<file path="src/rtl/slp_pkg.sv">
// slp_pkg: types and fixed constants for the shortest lane packer
// no dependencies; imported by the interfaces and the top level
package slp_pkg;

	// field widths of the item channels
	localparam int IMG_W    = 16;
	localparam int LANE_W   = 4;
	localparam int END_W    = 40;
	localparam int CY_W     = 16;
	localparam int HALF_W_W = 31;
	localparam int HH_W     = 16;

	// divisor width of the shared divider (image height is the widest)
	localparam int DIV_VW = 16;

	// register port
	localparam int APB_AW = 2;
	localparam int APB_DW = 32;
	localparam logic [APB_AW-1:0] ADDR_LANES  = 2'd0;
	localparam logic [LANE_W-1:0] LANES_RESET = 4'd5;

	typedef enum logic [2:0] {
		ST_IDLE,
		ST_ASPECT,
		ST_LENGTH,
		ST_SEARCH,
		ST_CY,
		ST_HH,
		ST_OUT
	} slp_state_t;

endpackage

</file>
<file path="src/rtl/slp_if.sv">
// slp_in_if / slp_out_if: valid-ready channels for image items and placements
// depends on slp_pkg for field widths
interface slp_in_if import slp_pkg::*; ();
	logic              valid;
	logic              ready;
	logic              start_layout;
	logic [IMG_W-1:0]  image_width;
	logic [IMG_W-1:0]  image_height;

	modport source(output valid, start_layout, image_width, image_height, input ready);
	modport sink(input valid, start_layout, image_width, image_height, output ready);
endinterface

interface slp_out_if import slp_pkg::*; ();
	logic                valid;
	logic                ready;
	logic [LANE_W-1:0]   chosen_lane;
	logic [END_W-1:0]    centre_x;
	logic [CY_W-1:0]     centre_y;
	logic [HALF_W_W-1:0] half_width;
	logic [HH_W-1:0]     half_height;

	modport source(output valid, chosen_lane, centre_x, centre_y, half_width, half_height,
		input ready);
	modport sink(input valid, chosen_lane, centre_x, centre_y, half_width, half_height,
		output ready);
endinterface

</file>
<file path="src/rtl/shortest_lane_packer.sv">
// shortest_lane_packer: places each image in the lane with the smallest end
// depends on slp_pkg, slp_if (slp_in_if, slp_out_if) and slp_div
//
//   channel  dir  handshake           carries
//   img      in   valid/ready         start_layout, image_width, image_height
//   place    out  valid/ready         chosen_lane, centre_x, centre_y, half_width,
//                                     half_height
//   apb      in   psel/penable/pready lanes_in_use at byte address 0
//
// one image takes four passes through the single bit-serial divider plus a
// one-lane-per-cycle minimum search; img.ready is high only while the sequencer
// is idle; the result sits in an output register, so a stalled place side holds
// only the next image's final step; reset clears all lane ends and sets lanes to 5
module shortest_lane_packer import slp_pkg::*; #(
	parameter int MAX_LANES = 9,
	parameter int FRAC_BITS = 16
) (
	input  logic              clk,
	input  logic              arst_n,
	input  logic              psel,
	input  logic              penable,
	input  logic              pwrite,
	input  logic [APB_AW-1:0] paddr,
	input  logic [APB_DW-1:0] pwdata,
	output logic [APB_DW-1:0] prdata,
	output logic              pready,
	slp_in_if.sink            img,
	slp_out_if.source         place
);

	localparam int DW     = IMG_W + FRAC_BITS;
	localparam int LIDX_W = (MAX_LANES > 1) ? $clog2(MAX_LANES) : 1;

	slp_state_t state_q, state_d;

	logic [LANE_W-1:0] lanes_q;
	logic [LANE_W-1:0] n_act;
	logic [LANE_W-1:0] n_q;
	logic [END_W-1:0]  lane_end_q [MAX_LANES];

	logic [LANE_W-1:0] idx_q;
	logic [LANE_W-1:0] best_q;
	logic [END_W-1:0]  best_end_q;
	logic [DW-1:0]     length_q;
	logic [CY_W-1:0]   cy_q;
	logic [HH_W-1:0]   hh_q;
	logic              out_valid_q;

	logic [LANE_W-1:0]   out_lane_q;
	logic [END_W-1:0]    out_cx_q;
	logic [CY_W-1:0]     out_cy_q;
	logic [HALF_W_W-1:0] out_hw_q;
	logic [HH_W-1:0]     out_hh_q;

	logic              img_acc;
	logic              out_free;
	logic              search_end;
	logic [END_W-1:0]  cand_end;
	logic [IMG_W-1:0]  h_fix;

	logic              div_start;
	logic              div_done;
	logic [DW-1:0]     div_dividend;
	logic [DIV_VW-1:0] div_divisor;
	logic [DW-1:0]     div_quot;

	logic [END_W-1:0]  length_ext;
	logic [END_W-1:0]  half_ext;
	logic [END_W:0]    cx_sum;
	logic [END_W:0]    nx_sum;
	logic [END_W-1:0]  cx_sat;
	logic [END_W-1:0]  nx_sat;

	logic cfg_wr;

	// register port
	assign pready = 1'b1;
	assign cfg_wr = psel && penable && pwrite && (paddr == ADDR_LANES);
	assign prdata = (paddr == ADDR_LANES) ? APB_DW'(lanes_q) : '0;

	// lane count zero means one lane, above the storage means all of it
	always_comb begin
		if (lanes_q == '0)
			n_act = LANE_W'(1);
		else if ({1'b0, lanes_q} > 5'(MAX_LANES))
			n_act = LANE_W'(MAX_LANES);
		else
			n_act = lanes_q;
	end

	assign h_fix      = (img.image_height == '0) ? IMG_W'(1) : img.image_height;
	assign img_acc    = img.valid && img.ready;
	assign out_free   = !out_valid_q || place.ready;
	assign search_end = idx_q >= n_q;
	assign cand_end   = lane_end_q[idx_q[LIDX_W-1:0]];

	assign length_ext = END_W'(length_q);
	assign half_ext   = length_ext >> 1;
	assign cx_sum     = {1'b0, best_end_q} + {1'b0, half_ext};
	assign nx_sum     = {1'b0, best_end_q} + {1'b0, length_ext};
	assign cx_sat     = cx_sum[END_W] ? '1 : cx_sum[END_W-1:0];
	assign nx_sat     = nx_sum[END_W] ? '1 : nx_sum[END_W-1:0];

	slp_div #(
		.DW (DW),
		.VW (DIV_VW)
	) u_div (
		.clk      (clk),
		.arst_n   (arst_n),
		.start    (div_start),
		.dividend (div_dividend),
		.divisor  (div_divisor),
		.done     (div_done),
		.quotient (div_quot)
	);

	// next state
	always_comb begin
		state_d = state_q;
		case (state_q)
			ST_IDLE:   if (img_acc) state_d = ST_ASPECT;
			ST_ASPECT: if (div_done) state_d = ST_LENGTH;
			ST_LENGTH: if (div_done) state_d = ST_SEARCH;
			ST_SEARCH: if (search_end) state_d = ST_CY;
			ST_CY:     if (div_done) state_d = ST_HH;
			ST_HH:     if (div_done) state_d = ST_OUT;
			ST_OUT:    if (out_free) state_d = ST_IDLE;
			default:   state_d = ST_IDLE;
		endcase
	end

	// sequencer outputs: divider launch and operand select
	always_comb begin
		img.ready    = 1'b0;
		div_start    = 1'b0;
		div_dividend = '0;
		div_divisor  = '0;
		case (state_q)
			ST_IDLE: begin
				img.ready    = 1'b1;
				div_start    = img.valid;
				div_dividend = DW'(img.image_width) << FRAC_BITS;
				div_divisor  = h_fix;
			end
			ST_ASPECT: begin
				div_start    = div_done;
				div_dividend = div_quot;
				div_divisor  = DIV_VW'(n_q);
			end
			ST_SEARCH: begin
				div_start    = search_end;
				div_dividend = DW'({best_q, 1'b1}) << FRAC_BITS;
				div_divisor  = DIV_VW'({n_q, 1'b0});
			end
			ST_CY: begin
				div_start    = div_done;
				div_dividend = DW'(1) << FRAC_BITS;
				div_divisor  = DIV_VW'({n_q, 1'b0});
			end
			default: begin
				div_start = 1'b0;
			end
		endcase
	end

	always_ff @(posedge clk or negedge arst_n) begin
		if (!arst_n) begin
			state_q     <= ST_IDLE;
			lanes_q     <= LANES_RESET;
			n_q         <= LANE_W'(1);
			idx_q       <= '0;
			best_q      <= '0;
			out_valid_q <= 1'b0;
			for (int i = 0; i < MAX_LANES; i++)
				lane_end_q[i] <= '0;
		end else begin
			state_q <= state_d;
			if (cfg_wr)
				lanes_q <= pwdata[LANE_W-1:0];
			if (img_acc) begin
				n_q <= n_act;
				if (img.start_layout) begin
					for (int i = 0; i < MAX_LANES; i++)
						lane_end_q[i] <= '0;
				end
			end
			if (state_q == ST_LENGTH && div_done) begin
				idx_q  <= LANE_W'(1);
				best_q <= '0;
			end
			if (state_q == ST_SEARCH && !search_end) begin
				if (cand_end < best_end_q)
					best_q <= idx_q;
				idx_q <= idx_q + 1'b1;
			end
			if (state_q == ST_OUT && out_free) begin
				lane_end_q[best_q[LIDX_W-1:0]] <= nx_sat;
				out_valid_q <= 1'b1;
			end else if (place.ready) begin
				out_valid_q <= 1'b0;
			end
		end
	end

	always_ff @(posedge clk) begin
		if (state_q == ST_LENGTH && div_done) begin
			length_q   <= div_quot;
			best_end_q <= lane_end_q[0];
		end
		// strict compare keeps the lowest index on ties
		if (state_q == ST_SEARCH && !search_end && cand_end < best_end_q)
			best_end_q <= cand_end;
		if (state_q == ST_CY && div_done)
			cy_q <= div_quot[CY_W-1:0];
		if (state_q == ST_HH && div_done)
			hh_q <= div_quot[HH_W-1:0];
		if (state_q == ST_OUT && out_free) begin
			out_lane_q <= best_q;
			out_cx_q   <= cx_sat;
			out_cy_q   <= cy_q;
			out_hw_q   <= half_ext[HALF_W_W-1:0];
			out_hh_q   <= hh_q;
		end
	end

	assign place.valid       = out_valid_q;
	assign place.chosen_lane = out_lane_q;
	assign place.centre_x    = out_cx_q;
	assign place.centre_y    = out_cy_q;
	assign place.half_width  = out_hw_q;
	assign place.half_height = out_hh_q;

endmodule

</file>
<file path="src/rtl/slp_div.sv">
// slp_div: restoring unsigned divider, one quotient bit per cycle
// standalone; shared by all divisions of the shortest lane packer
module slp_div #(
	parameter int DW = 32,
	parameter int VW = 16
) (
	input  logic          clk,
	input  logic          arst_n,
	input  logic          start,
	input  logic [DW-1:0] dividend,
	input  logic [VW-1:0] divisor,
	output logic          done,
	output logic [DW-1:0] quotient
);

	localparam int CW = $clog2(DW + 1);

	logic [DW-1:0] q_q;
	logic [VW-1:0] rem_q;
	logic [VW-1:0] d_q;
	logic [CW-1:0] cnt_q;
	logic          run_q;

	logic [VW:0]   partial;
	logic [VW:0]   diff;
	logic          ge;
	logic [VW-1:0] rem_nx;

	assign partial  = {rem_q, q_q[DW-1]};
	assign ge       = partial >= {1'b0, d_q};
	assign diff     = partial - {1'b0, d_q};
	assign rem_nx   = ge ? diff[VW-1:0] : partial[VW-1:0];
	assign done     = run_q && (cnt_q == '0);
	assign quotient = q_q;

	always_ff @(posedge clk or negedge arst_n) begin
		if (!arst_n) begin
			cnt_q <= '0;
			run_q <= 1'b0;
		end else if (start) begin
			cnt_q <= CW'(DW);
			run_q <= 1'b1;
		end else if (done) begin
			run_q <= 1'b0;
		end else if (cnt_q != '0) begin
			cnt_q <= cnt_q - 1'b1;
		end
	end

	always_ff @(posedge clk) begin
		if (start) begin
			q_q   <= dividend;
			rem_q <= '0;
			d_q   <= divisor;
		end else if (cnt_q != '0) begin
			q_q   <= {q_q[DW-2:0], ge};
			rem_q <= rem_nx;
		end
	end

endmodule
</file>
<file path="src/flat_wrapper.sv">
// flat-port wrapper written by rule: the top's interface ports become plain ports
module shortest_lane_packer_flat import slp_pkg::*;
#(
	parameter int MAX_LANES = 9,
	parameter int FRAC_BITS = 16
)
  (clk, arst_n, psel, penable, pwrite, paddr, pwdata, prdata, pready, img_valid, img_start_layout, img_image_width, img_image_height, img_ready, place_valid, place_chosen_lane, place_centre_x, place_centre_y, place_half_width, place_half_height, place_ready);
  slp_in_if img_i ();
  slp_out_if place_i ();
  input  logic clk;
  input  logic arst_n;
  input  logic psel;
  input  logic penable;
  input  logic pwrite;
  input  logic [APB_AW-1:0] paddr;
  input  logic [APB_DW-1:0] pwdata;
  output logic [APB_DW-1:0] prdata;
  output logic pready;
  input wire logic [$bits(img_i.valid)-1:0] img_valid;
  input wire logic [$bits(img_i.start_layout)-1:0] img_start_layout;
  input wire logic [$bits(img_i.image_width)-1:0] img_image_width;
  input wire logic [$bits(img_i.image_height)-1:0] img_image_height;
  output wire logic [$bits(img_i.ready)-1:0] img_ready;
  output wire logic [$bits(place_i.valid)-1:0] place_valid;
  output wire logic [$bits(place_i.chosen_lane)-1:0] place_chosen_lane;
  output wire logic [$bits(place_i.centre_x)-1:0] place_centre_x;
  output wire logic [$bits(place_i.centre_y)-1:0] place_centre_y;
  output wire logic [$bits(place_i.half_width)-1:0] place_half_width;
  output wire logic [$bits(place_i.half_height)-1:0] place_half_height;
  input wire logic [$bits(place_i.ready)-1:0] place_ready;
  assign img_i.valid = img_valid;
  assign img_i.start_layout = img_start_layout;
  assign img_i.image_width = img_image_width;
  assign img_i.image_height = img_image_height;
  assign img_ready = img_i.ready;
  assign place_valid = place_i.valid;
  assign place_chosen_lane = place_i.chosen_lane;
  assign place_centre_x = place_i.centre_x;
  assign place_centre_y = place_i.centre_y;
  assign place_half_width = place_i.half_width;
  assign place_half_height = place_i.half_height;
  assign place_i.ready = place_ready;
  shortest_lane_packer #(.MAX_LANES(MAX_LANES), .FRAC_BITS(FRAC_BITS)) u_core (.clk(clk), .arst_n(arst_n), .psel(psel), .penable(penable), .pwrite(pwrite), .paddr(paddr), .pwdata(pwdata), .prdata(prdata), .pready(pready), .img(img_i), .place(place_i));
endmodule
</file>
<file path="config.mk">
export PLATFORM = sky130hd
export DESIGN_NAME = shortest_lane_packer_flat
export DESIGN_NICKNAME = d
export VERILOG_FILES = /design/src/rtl/slp_pkg.sv /design/src/rtl/slp_if.sv /design/src/rtl/shortest_lane_packer.sv /design/src/rtl/slp_div.sv /design/src/flat_wrapper.sv
export SDC_FILE = /design/constraint.sdc
export NUM_CORES = 1
export LEC_CHECK = 0
export ABC_AREA = 0
export BUFFER_PORTS_ARGS = -buffer_cell sky130_fd_sc_hd__buf_2
export CAP_MARGIN = 20
export CORE_ASPECT_RATIO = 2
export CORE_MARGIN = 2
export CORE_UTILIZATION = 61
export CTS_CLUSTER_SIZE = 8
export DETAILED_ROUTE_END_ITERATION = 10
export PLACE_DENSITY = 0.8
export SYNTH_ARGS = -nofsm -noshare
export SYNTH_HDL_FRONTEND = slang
export SYNTH_SLANG_ARGS = --single-unit
</file>
<file path="constraint.sdc">
create_clock -name clk -period 7.7 [get_ports clk]
set_input_delay 0.385 -clock clk [delete_from_list [all_inputs] [get_ports clk]]
set_output_delay 0.385 -clock clk [all_outputs]
set_load 0.005 [all_outputs]
</file>
==> flow_summary_export.csv <==
group,metric,value,unit
final_layout,nets,3321,
die,die-width,168,um
die,top_level_ports,216,
synthesis,synth_cells,3020,
power,internal_power,7.47,mW
sta,setup_violations,0,
clocking,count_of_clock_tree_sinks,662,
run,cap_violations,0,
global_route,grt.met2_usage,0.570,
setup_path,reg2regPathDepth,15,
power,total_leakage_power,16.1,nW
global_route,grt_antenna_before_repair,2,
global_route,met3_usage,0.0426,
global_route,vias_in_the_first_global_route,25700,
setup_path,setup.worst_path.end_class,"register",
synthesis,yosys.cell_types.count,74,
worst_hold_path,worst_hold_startpoint,"img_image_width[9]",
routing,detail_route.first_pass.iterations,8,
final_layout,area_growth_syn_to_layout,11.8,%
global_route,global_route.peak_usage_layer,"met2",
synthesis,synth-compound-area-share,0.127,
synthesis,synth.cell_area,33000,um2
synthesis,post_synth_mux_area_share,0.0921,
setup_path,critPathKind,"register to register",
global_route,grt.met1_usage,0.336,
setup_path,r2r-start,"u_core.idx_q[0]",
sta,final_layout_setup_total_negative_slack,0,ns
setup_path,regToRegEndpoint,"u_core.best_end_q[38]",
sta,finalWorstPathRequiredPeriod,5.87,ns
final_layout,drive_above_1_share,0.147,
synthesis,synthSimpleGateAreaFrac,0.134,
sta,worst-slew-pin-transition,1.16,ns
clocking,post_cts_hold_buffer_count,5,
global_route,grt_overflow_total,0,
sta,max_slew_margin,0.218,
clocking,cts_buffer_depth,3,
routing,dr.first_iter.drc_count,2214,
power,share_comb_of_total_power,0.253,
final_layout,postLayoutCoreUtil,0.690,
sta,fin_skew,0.0180,ns
worst_hold_path,worst_hold_path.endpoint,"u_core.u_div.quotient[25]",
placed_design,detailedPlacementHpwl,59.1,mm
clocking,cts-resized-gates,0,
routing,drcViolationCount,0,
die,dieHeight,333,um
synthesis,seq_area_frac_synth,0.539,
outcome,run_status,"finished, final reports clean",
global_route,grt_max_degree,246,
global_route,globalRouteTotalUtil,0.327,
setup_path,setup_slack_of_the_most_critical_reg_to_reg_path,1.83,ns
clocking,tritoncts.num_buffers,92,
setup_path,crit_arrival,6.15,ns
clocking,cts.repair_timing.setup_buffer_count,0,
sta,report.final.hold_viol_count,0,
clocking,cts_tree,"built",
clocking,cts_htree_levels,3,
synthesis,synth_enable_flop_cells,259,
power,sw_frac_of_total,0.327,
clocking,clk_pin_slew_worst_paths,0.05,ns
synthesis,synth_top_family_by_area,"simple AND/OR/NAND/NOR gates",
synthesis,synthFlopType,"sky130_fd_sc_hd__dfrtp_1",
routing,vias,25100,
setup_path,timing.critical_path.required,7.98,ns
worst_hold_path,hp-class,"input pin to register",
synthesis,ys_seq_elements,662,
die,die_area,56100,um2
synthesis,synth-adder-area-share,0.0489,
power,p_clk_frac,0.335,
global_route,global_route_wire_length_before_repair,140,mm
setup_path,path_max_fanout,43,
placed_design,port_buffers,158,
placed_design,globalplace.congestion,0.940,
power,cell_area_power_density,301,nW/um2
clocking,root_buffer,"sky130_fd_sc_hd__clkbuf_16",
die,initial_core_util,0.617,
worst_hold_path,number_of_stages_on_the_worst_hold_path,3,
power,share_seq_of_total_power,0.412,
die,placement_rows,120,
routing,finalWirelength,90.8,mm
synthesis,ys.warnings.count,0,
sta,rsz_0062_raised_after_global_routing,"no",
power,vdd_drop_max,0.340,mV
routing,wl_per_cell,23.7,um
synthesis,asyncSetResetFlopFracSynth,0.585,
die,core_area,53500,um2
routing,post_drt_via_cell_ratio,6.54,
power,switchingPower,3.64,mW
sta,report.final.slew_viol_count,0,
sta,max_clock_freq,170,MHz
routing,ant_nets,0,
sta,layout_worst_path_cycle_share,0.762,
synthesis,post_synth_xor_area_fraction,0.0175,
clocking,clock_insertion_delay_worst_skew,0.65,ns
synthesis,syn_area_per_cell,10.9,um2
setup_path,cp-start-kind,"register",
-- cell type report --
cell class	count	area [um2]
clock inverter	7	163
antenna	1	2.50
inverter	97	368
timing repair buffer	197	1190
clock buffer	133	2470
fill	3789	16600
multi-input combinational	2070	14100
sequential	662	17800
tap	671	840
-- critical path, cell delays in order (launching register included) --
cell	delay (ns)
sky130_fd_sc_hd__dfrtp_4	1.00
sky130_fd_sc_hd__buf_4	0.50
sky130_fd_sc_hd__mux4_2	0.56
sky130_fd_sc_hd__mux2i_1	0.16
sky130_fd_sc_hd__o21ai_0	0.16
sky130_fd_sc_hd__ha_1	0.34
sky130_fd_sc_hd__a21o_1	0.17
sky130_fd_sc_hd__a21o_1	0.17
sky130_fd_sc_hd__a21oi_1	0.14
sky130_fd_sc_hd__o21ai_0	0.09
sky130_fd_sc_hd__nand3_1	0.10
sky130_fd_sc_hd__a21oi_1	0.10
sky130_fd_sc_hd__o41ai_2	0.30
sky130_fd_sc_hd__nand3_2	0.80
sky130_fd_sc_hd__nand2_2	0.23
sky130_fd_sc_hd__buf_4	0.55
-- worst max-delay path by stage --
stage | from | endpoint | cells after the start
2_1_floorplan | u_core.idx_q[0] | u_core.u_div.quotient[0] | 11
3_3_place_gp | u_core.idx_q[0] | u_core.best_end_q[4] | 15
3_5_place_dp | u_core.idx_q[0] | u_core.best_end_q[4] | 15
4_1_cts | u_core.idx_q[0] | u_core.best_end_q[16] | 15
5_1_grt | u_core.idx_q[0] | u_core.best_end_q[16] | 15
6_report | u_core.idx_q[0] | u_core.best_end_q[38] | 15
-- cells in the mapped netlist, drive strengths merged (22+ instances only) --
cell type / n / area share
a211oi: 24 / 0.0058
a21o: 26 / 0.0059
a21oi: 115 / 0.018
a31oi: 31 / 0.0059
and2: 34 / 0.0064
buf: 54 / 0.011
clkbuf: 164 / 0.019
dfrtp: 384 / 0.29
edfxtp: 259 / 0.24
ha: 124 / 0.047
inv: 97 / 0.011
mux2: 51 / 0.021
mux2i: 53 / 0.016
mux4: 80 / 0.055
nand2: 197 / 0.022
nand3: 390 / 0.059
nand4: 22 / 0.0042
nor2: 137 / 0.016
nor2b: 25 / 0.0047
nor3: 55 / 0.0090
o21ai: 455 / 0.069
xnor2: 39 / 0.010
xor2: 27 / 0.0072
-- power by group through the flow --
stage | logic, mW | clock network, mW | registers (mW)
final | 2.82 | 3.72 | 4.57
after floorplan | 2.20 | 0 | 4.35
after detailed placement | 2.76 | 0 | 4.62
after global routing | 3.08 | 3.91 | 4.60
after global placement | 2.65 | 0 | 4.59
after CTS | 2.79 | 3.76 | 4.56
-- metal layers --
metal / share of wire / vias up
met3: 0.054 / 385
met1: 0.32 / 12400
met2: 0.52 / 1109
met5: 0.00012 / -
met4: 0.10 / 2
li1: - / 11200
-- sequential cells by signal, summed over array words and instances, names as in the netlist, 3 cells and up --
signal                    flops
u_core.place.centre_y        16
u_core.idx_q                  4
u_core.cy_q                  16
u_core.lane_end_q           360
u_core.u_div.quotient        32
u_core.best_q                 4
u_core.lanes_q                4
u_core.state_q                3
u_core.place.half_height     16
u_core.hh_q                  16
u_core.n_q                    4
u_core.best_end_q            40
u_core.length_q              32
u_core.u_div.d_q             16
u_core.place.chosen_lane      4
u_core.u_div.rem_q           16
u_core.place.centre_x        40
u_core.place.half_width      31
u_core.u_div.cnt_q            6
-- kinds of logic (layout without fill, tap and decap cells) --
kind of cell | Yosys count | after routing
and+or+nand+nor | 920 | 920
AOI/OAI and AO/OA | 744 | 744
DFF | 662 | 662
buffers and inverters | 315 | 434
muxes | 184 | 184
adders and majority gates | 127 | 127
xor gates and xnor gates | 66 | 66
other | 2 | 30
-- cells in the final DEF (no fill, tap or decap), types with 50 or more instances in the layout --
| cell type | n |
|---|---|
| sky130_fd_sc_hd__o21ai_0 | 407 |
| sky130_fd_sc_hd__nand3_1 | 385 |
| sky130_fd_sc_hd__dfrtp_1 | 382 |
| sky130_fd_sc_hd__edfxtp_1 | 259 |
| sky130_fd_sc_hd__nand2_1 | 190 |
| sky130_fd_sc_hd__buf_2 | 157 |
| sky130_fd_sc_hd__nor2_1 | 133 |
| sky130_fd_sc_hd__ha_1 | 124 |
| sky130_fd_sc_hd__a21oi_1 | 114 |
| sky130_fd_sc_hd__inv_1 | 94 |
| sky130_fd_sc_hd__clkbuf_16 | 92 |
| sky130_fd_sc_hd__mux4_2 | 80 |
| sky130_fd_sc_hd__mux2i_1 | 53 |
| sky130_fd_sc_hd__nor3_1 | 50 |
-- per-stage QoR --
stage	area (um2)	std cells	worst slack [ns]	hold slack (ns)	power [mW]
detailed placement	34100	3689	1.85	0.405	7.37
floorplan	33100	3047	2.42	0.0894	6.55
finish	36900	3838	1.83	0.0412	11.1
global route	36900	3838	1.47	0.0489	11.6
CTS	36800	3834	1.83	0.0143	11.1
global placement	34100	3689	1.89	0.402	7.24
No activity file was read; power rests on OpenSTA's default activity.
